$ cat src/hw/rtl/lsfe_pkg.sv
`default_nettype none
// ----------------------------------------------------------------------------
// lsfe_pkg - shared types and constants of the LED strip frame encoder
// Command codes, queued operation type, register map and register resets.
// ----------------------------------------------------------------------------
package lsfe_pkg;

	localparam logic [1:0] CMD_LIGHT_ONE = 2'd0;
	localparam logic [1:0] CMD_LIGHT_ALL = 2'd1;
	localparam logic [1:0] CMD_NEXT      = 2'd2;

	localparam logic [2:0] REG_ZERO_HIGH  = 3'd0;
	localparam logic [2:0] REG_ZERO_LOW   = 3'd1;
	localparam logic [2:0] REG_ONE_HIGH   = 3'd2;
	localparam logic [2:0] REG_ONE_LOW    = 3'd3;
	localparam logic [2:0] REG_LATCH_HALF = 3'd4;

	localparam logic [7:0]  RST_ZERO_HIGH  = 8'd3;
	localparam logic [7:0]  RST_ZERO_LOW   = 8'd9;
	localparam logic [7:0]  RST_ONE_HIGH   = 8'd9;
	localparam logic [7:0]  RST_ONE_LOW    = 8'd3;
	localparam logic [15:0] RST_LATCH_HALF = 16'd250;

	typedef enum logic [1:0] {
		OP_LIGHT_ONE,
		OP_LIGHT_ALL,
		OP_NEXT
	} op_t;

	// One classified item on its way from the front to the back.
	typedef struct packed {
		op_t         op;
		logic        hit;     // key lies on the strip
		logic [7:0]  key;
		logic [23:0] colour;  // red 23..16, green 15..8, blue 7..0
	} entry_t;

	typedef struct packed {
		logic        we;
		logic [2:0]  index;
		logic [15:0] data;
	} cfg_wr_t;

endpackage
`default_nettype wire

$ cat src/hw/rtl/lsfe_front.sv
`default_nettype none
// ----------------------------------------------------------------------------
// lsfe_front - input decode
// Accepts items, drops unused command codes, checks the key against the
// strip length and hands the classified item to the queue.
// ----------------------------------------------------------------------------
module lsfe_front import lsfe_pkg::*; #(
	parameter int LED_COUNT = 16
) (
	input  wire logic        s_tvalid,
	output logic             s_tready,
	input  wire logic [31:0] s_tdata,   // key_index, red, green, blue
	input  wire logic [1:0]  s_tuser,   // command
	input  wire logic        q_ready,
	output logic             push,
	output entry_t           entry
);

	localparam logic [7:0] LED_COUNT_B = 8'(LED_COUNT);

	logic known;

	assign s_tready = q_ready;

	always_comb begin
		entry.key    = s_tdata[7:0];
		entry.colour = {s_tdata[15:8], s_tdata[23:16], s_tdata[31:24]};
		entry.hit    = (s_tdata[7:0] < LED_COUNT_B);
		entry.op     = OP_NEXT;
		known        = 1'b1;
		unique case (s_tuser)
			CMD_LIGHT_ONE: entry.op = OP_LIGHT_ONE;
			CMD_LIGHT_ALL: entry.op = OP_LIGHT_ALL;
			CMD_NEXT:      entry.op = OP_NEXT;
			default:       known = 1'b0;
		endcase
	end

	// drop unused codes at the door
	assign push = s_tvalid && q_ready && known;

endmodule
`default_nettype wire

$ cat src/hw/rtl/lsfe_queue.sv
`default_nettype none
// ----------------------------------------------------------------------------
// lsfe_queue - two-entry queue between front and back
// Lets the front keep accepting while the back waits on the output.
// ----------------------------------------------------------------------------
module lsfe_queue import lsfe_pkg::*; (
	input  wire logic   clk,
	input  wire logic   arst_n,
	input  wire logic   push,
	input  wire entry_t wr_entry,
	output logic        ready,
	input  wire logic   pop,
	output logic        valid,
	output entry_t      rd_entry
);

	localparam int DEPTH = 2;
	localparam int PTR_W = $clog2(DEPTH);
	localparam int CNT_W = $clog2(DEPTH + 1);
	localparam logic [CNT_W-1:0] FULL = CNT_W'(DEPTH);

	entry_t           slot_q [DEPTH];
	logic [PTR_W-1:0] wr_ptr_q;
	logic [PTR_W-1:0] rd_ptr_q;
	logic [CNT_W-1:0] count_q;

	assign ready    = (count_q != FULL);
	assign valid    = (count_q != '0);
	assign rd_entry = slot_q[rd_ptr_q];

	always_ff @(posedge clk) begin
		if (push) begin
			slot_q[wr_ptr_q] <= wr_entry;
		end
	end

	always_ff @(posedge clk or negedge arst_n) begin
		if (!arst_n) begin
			wr_ptr_q <= '0;
			rd_ptr_q <= '0;
			count_q  <= '0;
		end else begin
			if (push) begin
				wr_ptr_q <= (wr_ptr_q == PTR_W'(DEPTH - 1)) ? '0 : wr_ptr_q + 1'b1;
			end
			if (pop) begin
				rd_ptr_q <= (rd_ptr_q == PTR_W'(DEPTH - 1)) ? '0 : rd_ptr_q + 1'b1;
			end
			if (push && !pop) begin
				count_q <= count_q + 1'b1;
			end else if (pop && !push) begin
				count_q <= count_q - 1'b1;
			end
		end
	end

endmodule
`default_nettype wire

$ cat src/hw/rtl/lsfe_back.sv
`default_nettype none
// ----------------------------------------------------------------------------
// lsfe_back - frame state and symbol generation
// Holds the frame description, timing registers and cursors; executes one
// queued item per cycle unless the output stalls; drives the output register.
// ----------------------------------------------------------------------------
module lsfe_back import lsfe_pkg::*; #(
	parameter int LED_COUNT = 16
) (
	input  wire logic        clk,
	input  wire logic        arst_n,
	input  wire cfg_wr_t     cfg,
	input  wire logic        q_valid,
	input  wire entry_t      q_entry,
	output logic             pop,
	output logic             m_tvalid,
	input  wire logic        m_tready,
	output logic [39:0]      m_tdata,   // first_level, first_ticks, second_ticks
	output logic             m_tlast    // frame_end
);

	localparam int PIX_W = $clog2(LED_COUNT + 1);
	localparam logic [PIX_W-1:0] PIX_END = PIX_W'(LED_COUNT);

	// The store is always written whole: all pixels one colour, or at most one
	// pixel lit and the rest dark. Keep only that description.
	logic        all_q;
	logic        hit_q;
	logic [7:0]  key_q;
	logic [23:0] colour_q;

	logic [PIX_W-1:0] pix_q;
	logic [1:0]       byte_q;
	logic [2:0]       bit_q;
	logic             armed_q;

	logic [7:0]  zero_high_q;
	logic [7:0]  zero_low_q;
	logic [7:0]  one_high_q;
	logic [7:0]  one_low_q;
	logic [15:0] latch_half_q;

	logic        out_valid_q;
	logic        level_q;
	logic [15:0] first_q;
	logic [15:0] second_q;
	logic        end_q;

	logic        out_free;
	logic        emit;
	logic        latch;
	logic [23:0] pix_colour;
	logic [7:0]  cur_byte;
	logic        cur_bit;

	assign out_free = !out_valid_q || m_tready;
	assign emit     = q_valid && (q_entry.op == OP_NEXT) && armed_q;
	assign pop      = q_valid && (!emit || out_free);
	assign latch    = (pix_q == PIX_END);

	always_comb begin
		pix_colour = (all_q || (hit_q && key_q == 8'(pix_q))) ? colour_q : '0;
		unique case (byte_q)
			2'd0:    cur_byte = pix_colour[23:16];
			2'd1:    cur_byte = pix_colour[15:8];
			2'd2:    cur_byte = pix_colour[7:0];
			default: cur_byte = 8'h00;
		endcase
		cur_bit = cur_byte[~bit_q];
	end

	always_ff @(posedge clk or negedge arst_n) begin
		if (!arst_n) begin
			zero_high_q  <= RST_ZERO_HIGH;
			zero_low_q   <= RST_ZERO_LOW;
			one_high_q   <= RST_ONE_HIGH;
			one_low_q    <= RST_ONE_LOW;
			latch_half_q <= RST_LATCH_HALF;
		end else if (cfg.we) begin
			unique case (cfg.index)
				REG_ZERO_HIGH:  zero_high_q  <= cfg.data[7:0];
				REG_ZERO_LOW:   zero_low_q   <= cfg.data[7:0];
				REG_ONE_HIGH:   one_high_q   <= cfg.data[7:0];
				REG_ONE_LOW:    one_low_q    <= cfg.data[7:0];
				REG_LATCH_HALF: latch_half_q <= cfg.data;
				default:        ;
			endcase
		end
	end

	always_ff @(posedge clk) begin
		if (pop && q_entry.op != OP_NEXT) begin
			key_q    <= q_entry.key;
			colour_q <= q_entry.colour;
		end
		if (pop && emit) begin
			if (latch) begin
				level_q  <= 1'b0;
				first_q  <= latch_half_q;
				second_q <= latch_half_q;
				end_q    <= 1'b1;
			end else begin
				level_q  <= 1'b1;
				first_q  <= {8'h00, cur_bit ? one_high_q : zero_high_q};
				second_q <= {8'h00, cur_bit ? one_low_q : zero_low_q};
				end_q    <= 1'b0;
			end
		end
	end

	always_ff @(posedge clk or negedge arst_n) begin
		if (!arst_n) begin
			all_q       <= 1'b0;
			hit_q       <= 1'b0;
			pix_q       <= '0;
			byte_q      <= '0;
			bit_q       <= '0;
			armed_q     <= 1'b0;
			out_valid_q <= 1'b0;
		end else begin
			if (pop && emit) begin
				out_valid_q <= 1'b1;
			end else if (m_tready) begin
				out_valid_q <= 1'b0;
			end
			if (pop) begin
				unique case (q_entry.op)
					OP_LIGHT_ONE, OP_LIGHT_ALL: begin
						all_q   <= (q_entry.op == OP_LIGHT_ALL);
						hit_q   <= q_entry.hit;
						pix_q   <= '0;
						byte_q  <= '0;
						bit_q   <= '0;
						armed_q <= 1'b1;
					end
					default: begin
						if (emit) begin
							if (latch) begin
								pix_q   <= '0;
								byte_q  <= '0;
								bit_q   <= '0;
								armed_q <= 1'b0;
							end else begin
								bit_q <= bit_q + 1'b1;
								if (bit_q == 3'd7) begin
									if (byte_q == 2'd2) begin
										byte_q <= '0;
										pix_q  <= pix_q + 1'b1;
									end else begin
										byte_q <= byte_q + 1'b1;
									end
								end
							end
						end
					end
				endcase
			end
		end
	end

	assign m_tvalid = out_valid_q;
	assign m_tdata  = {7'b0, second_q, first_q, level_q};
	assign m_tlast  = end_q;

endmodule
`default_nettype wire

$ cat src/hw/rtl/led_strip_frame_encoder_core.sv
`default_nettype none
// ----------------------------------------------------------------------------
// led_strip_frame_encoder_core - pulse symbol source for an LED strip
// Front decode, two-entry queue, and frame/symbol back end.
// ----------------------------------------------------------------------------
// Takes one item per clock while the queue has room. A light command redraws
// the frame and rearms it; each next-symbol request while armed returns one
// symbol, data bits first (red, green, blue, MSB first, per pixel) and then
// the latch symbol with tlast set. The back end executes one queued item per
// clock, so the input side stalls only when the output register holds a symbol
// that is not taken and the two-entry queue has filled behind it. A request
// passes a queue slot, then the output register. The user writes the timing
// registers through the cfg port only while idle (unenforced); no reset sweep.
module led_strip_frame_encoder_core import lsfe_pkg::*; #(
	parameter int LED_COUNT = 16
) (
	input  wire logic        clk,
	input  wire logic        arst_n,
	input  wire logic        cfg_we,
	input  wire logic [2:0]  cfg_index,
	input  wire logic [15:0] cfg_data,
	input  wire logic        s_tvalid,
	output logic             s_tready,
	input  wire logic [31:0] s_tdata,   // key_index, red, green, blue
	input  wire logic [1:0]  s_tuser,   // command
	output logic             m_tvalid,
	input  wire logic        m_tready,
	output logic [39:0]      m_tdata,   // first_level, first_ticks, second_ticks, pad
	output logic             m_tlast    // frame_end
);

	logic    q_ready;
	logic    push;
	entry_t  wr_entry;
	logic    pop;
	logic    q_valid;
	entry_t  rd_entry;
	cfg_wr_t cfg;

	assign cfg = '{we: cfg_we, index: cfg_index, data: cfg_data};

	lsfe_front #(.LED_COUNT(LED_COUNT)) u_front (
		.s_tvalid (s_tvalid),
		.s_tready (s_tready),
		.s_tdata  (s_tdata),
		.s_tuser  (s_tuser),
		.q_ready  (q_ready),
		.push     (push),
		.entry    (wr_entry)
	);

	lsfe_queue u_queue (
		.clk      (clk),
		.arst_n   (arst_n),
		.push     (push),
		.wr_entry (wr_entry),
		.ready    (q_ready),
		.pop      (pop),
		.valid    (q_valid),
		.rd_entry (rd_entry)
	);

	lsfe_back #(.LED_COUNT(LED_COUNT)) u_back (
		.clk      (clk),
		.arst_n   (arst_n),
		.cfg      (cfg),
		.q_valid  (q_valid),
		.q_entry  (rd_entry),
		.pop      (pop),
		.m_tvalid (m_tvalid),
		.m_tready (m_tready),
		.m_tdata  (m_tdata),
		.m_tlast  (m_tlast)
	);

endmodule
`default_nettype wire

$ cat config.mk
export PLATFORM = sky130hd
export DESIGN_NAME = led_strip_frame_encoder_core
export DESIGN_NICKNAME = d
export VERILOG_FILES = /design/src/hw/rtl/lsfe_pkg.sv /design/src/hw/rtl/lsfe_front.sv /design/src/hw/rtl/lsfe_queue.sv /design/src/hw/rtl/lsfe_back.sv /design/src/hw/rtl/led_strip_frame_encoder_core.sv
export SDC_FILE = /design/constraint.sdc
export NUM_CORES = 1
export LEC_CHECK = 0
export ABC_AREA = 1
export ABC_CLOCK_PERIOD_IN_PS = 6300
export BUFFER_PORTS_ARGS = -buffer_cell sky130_fd_sc_hd__buf_2
export CORE_MARGIN = 2
export CORE_UTILIZATION = 55
export CTS_CLUSTER_SIZE = 40
export DETAILED_ROUTE_END_ITERATION = 8
export PLACE_DENSITY_LB_ADDON = 0.05
export SLEW_MARGIN = 40
export SYNTH_ARGS = -nofsm -noshare
export SYNTH_HDL_FRONTEND = slang
export SYNTH_SLANG_ARGS = --single-unit
$ cat constraint.sdc
create_clock -name clk -period 6.3 [get_ports clk]
set_clock_uncertainty 0.2 [all_clocks]
set_input_delay 0.315 -clock clk [delete_from_list [all_inputs] [get_ports clk]]
set_output_delay 0.315 -clock clk [all_outputs]
set_load 0.05 [all_outputs]
==> After elaboration in Yosys (flattened, before gate mapping) <==
Memories as Yosys holds them, arrays and structs flattened.
Cells that the tools add are included.
{ "op_classes": {"n_eq_ne": 15, "div_mod_pow": 0, "addsub": 7, "muxes": 36, "multipliers": 0, "order_cmp": 2, "bitwise": 1, "n_shift": 0, "n_reduce_logical": 40} }
{ "op_table": {"columns": ["cell", "count"], "rows": [
  ["$mux 8", 4],
  ["$mux 5", 5],
  ["$mux 24", 1],
  ["$pmux 8 s3", 1],
  ["$mux 2", 7],
  ["$reduce_and 2->1", 7],
  ["$mux 1", 13],
  ["$logic_and 1x1->1", 10],
  ["$reduce_bool 2->1", 5],
  ["$mux 3", 3],
  ["$eq 8x5->1", 1],
  ["$lt 8x5->1 const B", 1],
  ["$eq 2x1->1 const B", 3],
  ["$eq 2x2->1 const B", 3],
  ["$eq 3x2->1 const B", 2],
  ["$eq 3x3->1 const B", 2],
  ["$logic_not 2->1", 3],
  ["$reduce_and 3->1", 2],
  ["$reduce_bool 3->1", 2],
  ["$add 5x1->5 const B", 1],
  ["$eq 5x5->1 const B", 1],
  ["$add 2x1->2 const B", 2],
  ["$logic_not 1->1", 4],
  ["$lt 3x4->1 const B", 1],
  ["13 further kinds", 17]
]} }
{ "word_totals": {"register_bits": 124, "n_memories": 1, "romBits": 0, "in_bits": 58, "latchBits": 0, "word_cells": 124, "ram_bits": 70} }
{ "mem_list": {"columns": ["memory", "depth", "word_bits", "read_ports", "rd_clocked_by_memory_dff", "write_ports", "line_no", "source"], "rows": [
  ["u_queue.slot_q", 2, 35, 1, 0, 1, "lsfe_queue.sv:22", "entry_t slot_q [DEPTH];"]
]} }

==> Logic depth before layout (Yosys ltp) <==
An unclocked memory read counts as a cell.
{ "depth": {"word_depth": 10, "mapped_depth": 14, "mapped_depth_nobuf": 12} }

==> Cells and area by module <==
Synthesis repeated with hierarchy kept, for this count alone.
{ "unflattened": {"cells_unflattened": 728, "hier_area_um2": 8558.2} }
{ "modules_own_cells": {"columns": ["module", "n_inst", "cells_each", "seq_area_each_um2", "area_per_inst_um2"], "rows": [
  ["lsfe_back", 1, 549, 3310.7, 5381.4],
  ["lsfe_queue", 1, 134, 2202.1, 2882.8],
  ["lsfe_front", 1, 45, 0.0, 294.0]
]} }

==> Least setup slack after synthesis <==
Ideal clock, no wire load.
{ "synth_path": {"path_type": "reg-to-reg", "startpoint": "reg u_queue.count_q[0]", "endpoint": "mem u_queue.slot_q[1][0] (netlist name), enable pin", "period_less_slack_ns": 3.250, "stages_incl_launch_ff": 6, "setup_time_ns": 0.429, "arrival_ns": 2.621, "setup_slack_ns": 3.050, "path_buffers": 0, "required_ns": 5.671, "cell_sequence": "dfrtp_1 inv_1 nand2_1 and3_1 inv_1 nor2_1"} }
{ "synth_between": {"elab_chain_len": 5} }
{ "synth_rtl": {"columns": ["item", "line_no", "source"], "rows": [
  ["start: declaration", "lsfe_queue.sv:25", "logic [CNT_W-1:0] count_q;"],
  ["start signal: assignment", "lsfe_queue.sv:50", "count_q <= count_q + 1'b1;"],
  ["start signal: assignment", "lsfe_queue.sv:52", "count_q <= count_q - 1'b1;"],
  ["$ne 2x2->1", "lsfe_queue.sv:27", "assign ready = (count_q != FULL);"],
  ["net s_tready", "led_strip_frame_encoder_core.sv:23", "output logic s_tready,"],
  ["$logic_and 1x1->1 (2 in series)", "lsfe_front.sv:40", "assign push = s_tvalid && q_ready && known;"],
  ["net push", "led_strip_frame_encoder_core.sv:33", "logic push;"],
  ["$mux 1", "lsfe_queue.sv:32", "if (push) begin"],
  ["$mux 1 (implied by the code)", "lsfe_queue.sv:33", "slot_q[wr_ptr_q] <= wr_entry;"],
  ["end: declaration", "lsfe_queue.sv:22", null]
]} }
The timed path passes the listed nets, and every way through them passes these cells.

==> Worst setup path after layout <==
{ "layout_path": {"startpoint": "reg u_back.byte_q[0]", "endpoint": "reg u_back.second_q[1], data pin"} }
{ "layout_between": {"elab_chain_len": 6, "elab_cells_between_ends": 8} }
{ "layout_rtl": {"columns": ["item", "line_no", "source"], "rows": [
  ["start: declaration", "lsfe_back.sv:33", "logic [1:0] byte_q;"],
  ["start signal: assignment", "lsfe_back.sv:150", "byte_q <= byte_q + 1'b1;"],
  ["$eq 2x2->1 (tied with other cells)", "lsfe_back.sv:63", "unique case (byte_q)"],
  ["$pmux 8 s3 (*)", "lsfe_back.sv:63", null],
  ["$bmux 1 s3 (*)", "lsfe_back.sv:69", "cur_bit = cur_byte[~bit_q];"],
  ["$mux 1 (implied by the code) (*)", "lsfe_back.sv:69", null],
  ["$mux 8 (*)", "lsfe_back.sv:105", "second_q <= {8'h00, cur_bit ? one_low_q : zero_low_q};"],
  ["$mux 8 (*)", "lsfe_back.sv:97", "if (latch) begin"],
  ["end signal: assignment", "lsfe_back.sv:100", "second_q <= latch_half_q;"],
  ["end signal: assignment", "lsfe_back.sv:105", null],
  ["end: declaration", "lsfe_back.sv:46", "logic [15:0] second_q;"]
]} }
Mark *: on every way between the ends. The rest lies on a longest branch, timed or not. The select of a mux whose other input is x is not followed.
A chain may end at the register's enable or synchronous reset.

==> results.txt <==
Status: finished clean
Crit-path cells: inv_1 > nand3_1 > nand2_1 > inv_1 > nand2_1 > nand3_1 > nand3_2 > nand3_4 > nand2_1 > nand3_1 > nand2_1
PwrDens: 449.3 nW/um2
Post-synthesis sequential area ratio: 67.88%
Final Setup Violations: 0
CP max-delay cell: dfrtp_1
Finished Cell Area: 9619 um2
Worst-Margin Slew: 0.8185 ns
Fill cells: 1,106
Via count: 5,253
Worst path most repeated cell: nand2_1
CP endpoint kind: register
Critical path class: register to register
Post-CTS Setup Inserts: 0
Ys flop type: edfxtp_1
Distinct cell type count after synthesis: 39
Top cell type's share of synthesized area: 47.33%
Final hold vios: 0
TritonCTS Buffers: 17
Placed Area: 8678 um2
HP Class: primary input to register
First-pass GRT wire length: 25.01 mm
Aggregate global routing overflow: 0
Max Buffers Root-to-Sink: 2
Synthesized area: 8122 um2
Net switching power: 1.552 mW
Synth top area cells: edfxtp_1 47%, dfrtp_1 16%, nand2_1 6.9%, dfstp_2 4.5%, mux2_2 4.4%
Worst endpoint data arrival time: 2.73 ns
Clk_lat worst skew: 0.42 ns
Share of power burned in registers: 46.1%
Antenna violations before repair: 0
Clock network fraction of design power: 21.8%
CTS Sinks: 194
Max Cap Viol: 0
Final net count: 887
P_leak: 4.174 nW
RSZ-0062 raised after global routing: no
Max Fclk: 361.8 MHz
Hold_ws: 0.004429 ns
Clock root buffer: clkbuf_16
Reg clk slew, reported paths: 0.06 ns
Largest stage delay on the critical path: 0.67 ns
Reg2Reg Capture Point: u_back.second_q[1]
H-tree levels: 4
Worst slew margin: 45.30%
Gpl congestion: 0.7991
P&R area growth vs syn: 18.44%
Total power draw: 4.322 mW
Vias per cell: 5.145
Area leader, netlist: edfxtp_1
Drt wl/cell: 14.83 um
Cts repair resizes: 0
Die ar.: 15,750 um2
Drt drc: 0
Ratio of final minimum period to clock period: 43.87%
Diode count: 0
CP Launch Type: register
Synthesis Warnings: 0
Synth Register Bits: 194
Tot GR Track Use: 20.15%
Setup tns final: 0 ns
CP endpoint: u_back.second_q[1]
Top Ports: 101
Max VDD drop: 0.0003434 V
Core Util, Final: 66.44%
Async SR Flop Fraction: 34.02%
Pint: 2.770 mW
R2R Path Start: u_back.byte_q[0]
Vias in the first global route: 5,260
Drt initial violations: 357
Post-synthesis average cell area: 11.72 um2
Sw Ratio: 35.91%
Initial Utilization: 56.09%
Slew Viols, Final: 0
Post-synth EDFFs: 128
Gate power share: 32.2%
Worst reg-to-reg setup slack: 3.54 ns
Final worst path period need: 2.764 ns
IO Port Bufs: 93
R2R cell count: 11
Cell row count: 44
Core ar.: 14,480 um2
Post-synthesis cell count: 693
Die height: 125.5 um
Routed wire length: 15.14 mm
CTS tree: yes
Pin count of the biggest net entering global routing: 67
Antenna-violating nets left: 0
Drt pass-1 iters: 5
DP Wirelength: 9.493 mm
Die X: 125.5 um
Worst Setup SP: u_back.byte_q[0]
Maximum fanout along the worst path: 17
CP required: 6.26 ns
Layout cells sized above 1: 23.78%
==> synth_stat cells, drive strengths merged (3+ instances only) <==
library cell  instances
nand2               152
edfxtp              128
inv                  90
o21ai                53
dfrtp                52
nand3                42
nor2                 41
mux2                 32
buf                  23
nand4                20
a21oi                14
dfstp                14
clkbuf               13
ha                    5
xnor2                 3
==> worst min path at each step <==
stage	from	endpoint	depth (start not counted)
floorplan	arst_n	u_back.all_q	0
global placement	u_back.one_low_q[2]	u_back.one_low_q[2]	2
detailed placement	arst_n	u_back.hit_q	2
CTS	cfg_data[5]	u_back.latch_half_q[5]	3
global route	cfg_data[3]	u_back.latch_half_q[3]	3
finish	cfg_data[5]	u_back.latch_half_q[5]	3
==> state kept, by name (all words and copies together) (netlist names), 2 cells and up <==
name,flops
u_back.bit_q,3
u_back.one_low_q,8
u_back.pix_q,5
u_back.one_high_q,8
u_back.zero_low_q,8
u_back.byte_q,2
u_back.zero_high_q,8
u_back.second_q,8
u_queue.slot_q,70
u_back.latch_half_q,16
u_back.key_q,8
u_queue.count_q,2
u_back.colour_q,24
u_back.first_q,16
==> kinds of logic after synthesis <==
group,after synthesis,synth area share [%]
AO/OA/AOI/OAI,71,5.007
XOR/XNOR,5,0.5393
adder cells (fa/ha/maj),5,0.7703
buffers and inverters,127,7.010
flip-flops,194,67.88
multiplexers,32,4.437
other,1,0.04617
AND/OR/NAND/NOR,258,14.31
==> worst max-delay path: cells and delay by family, from the launching register on <==
kind / cells / cell delay [ns]
buf+inv: 2 / 0.30
simple gates: 9 / 1.32
flops: 1 / 0.67
==> metal layers <==
metal	track usage, %	share of wire [%]	vias to the layer above
met5	0	0	-
met4	6.209	1.3	0
met3	5.135	4.5	16
met2	35.58	51	130
met1	24.38	43	2540
li1	-	-	2567
==> power groups by stage <==
| stage | sequential (mW) | combinational [mW] | clock [mW] |
|---|---|---|---|
| after floorplan | 2.19 | 0.885 | 0 |
| after global placement | 2.01 | 1.35 | 0 |
| final | 1.99 | 1.39 | 0.941 |
| after CTS | 1.99 | 1.40 | 0.961 |
| after detailed placement | 2.02 | 1.37 | 0 |
| after global routing | 2.03 | 1.53 | 1.02 |
==> per-stage QoR <==
stage                     setup WS (ns)  cells
final                             3.536   1021
after detailed placement          3.577    946
after global routing              3.257   1021
after CTS                         3.552   1021
after floorplan                   3.050    699
after global placement            3.677    946
==> placed cells by master, fill, tap and decap left out, types with 3 or more instances in the layout <==
cell           count
dfrtp_1           52
ha_1               5
inv_1             84
clkinvlp_4         3
dlygate4sd3_1     43
clkbuf_16         17
xnor2_1            3
o21ai_1            5
clkbuf_1           5
mux2_2            32
edfxtp_1         128
inv_2              5
dfstp_2           14
buf_4              5
nand4_1           19
buf_2             93
conb_1             7
nand2_1          150
nor2_1            33
nor2_2             5
clkinv_1           3
a21oi_1           12
nand3_1           36
nand3_2            5
o21ai_0           46
==> layout make-up <==
cell class	count	area [um2]	area share, %
well taps	184	230.2	2.393
inverters	91	344.1	3.577
clock inverters	10	66.31	0.6894
multi-input cells	378	2077	21.59
flip-flops and latches	194	5513	57.31
clock buffers	22	444.2	4.618
repair buffers	142	944.7	9.820
==> what timing repair did <==
item / in CTS / in global routing
setup endpoints to repair: 0 / 0
endpoints found under the hold margin: 127 / 0
hold buffers: 43 / 0
(Power assumes the default switching activity.)
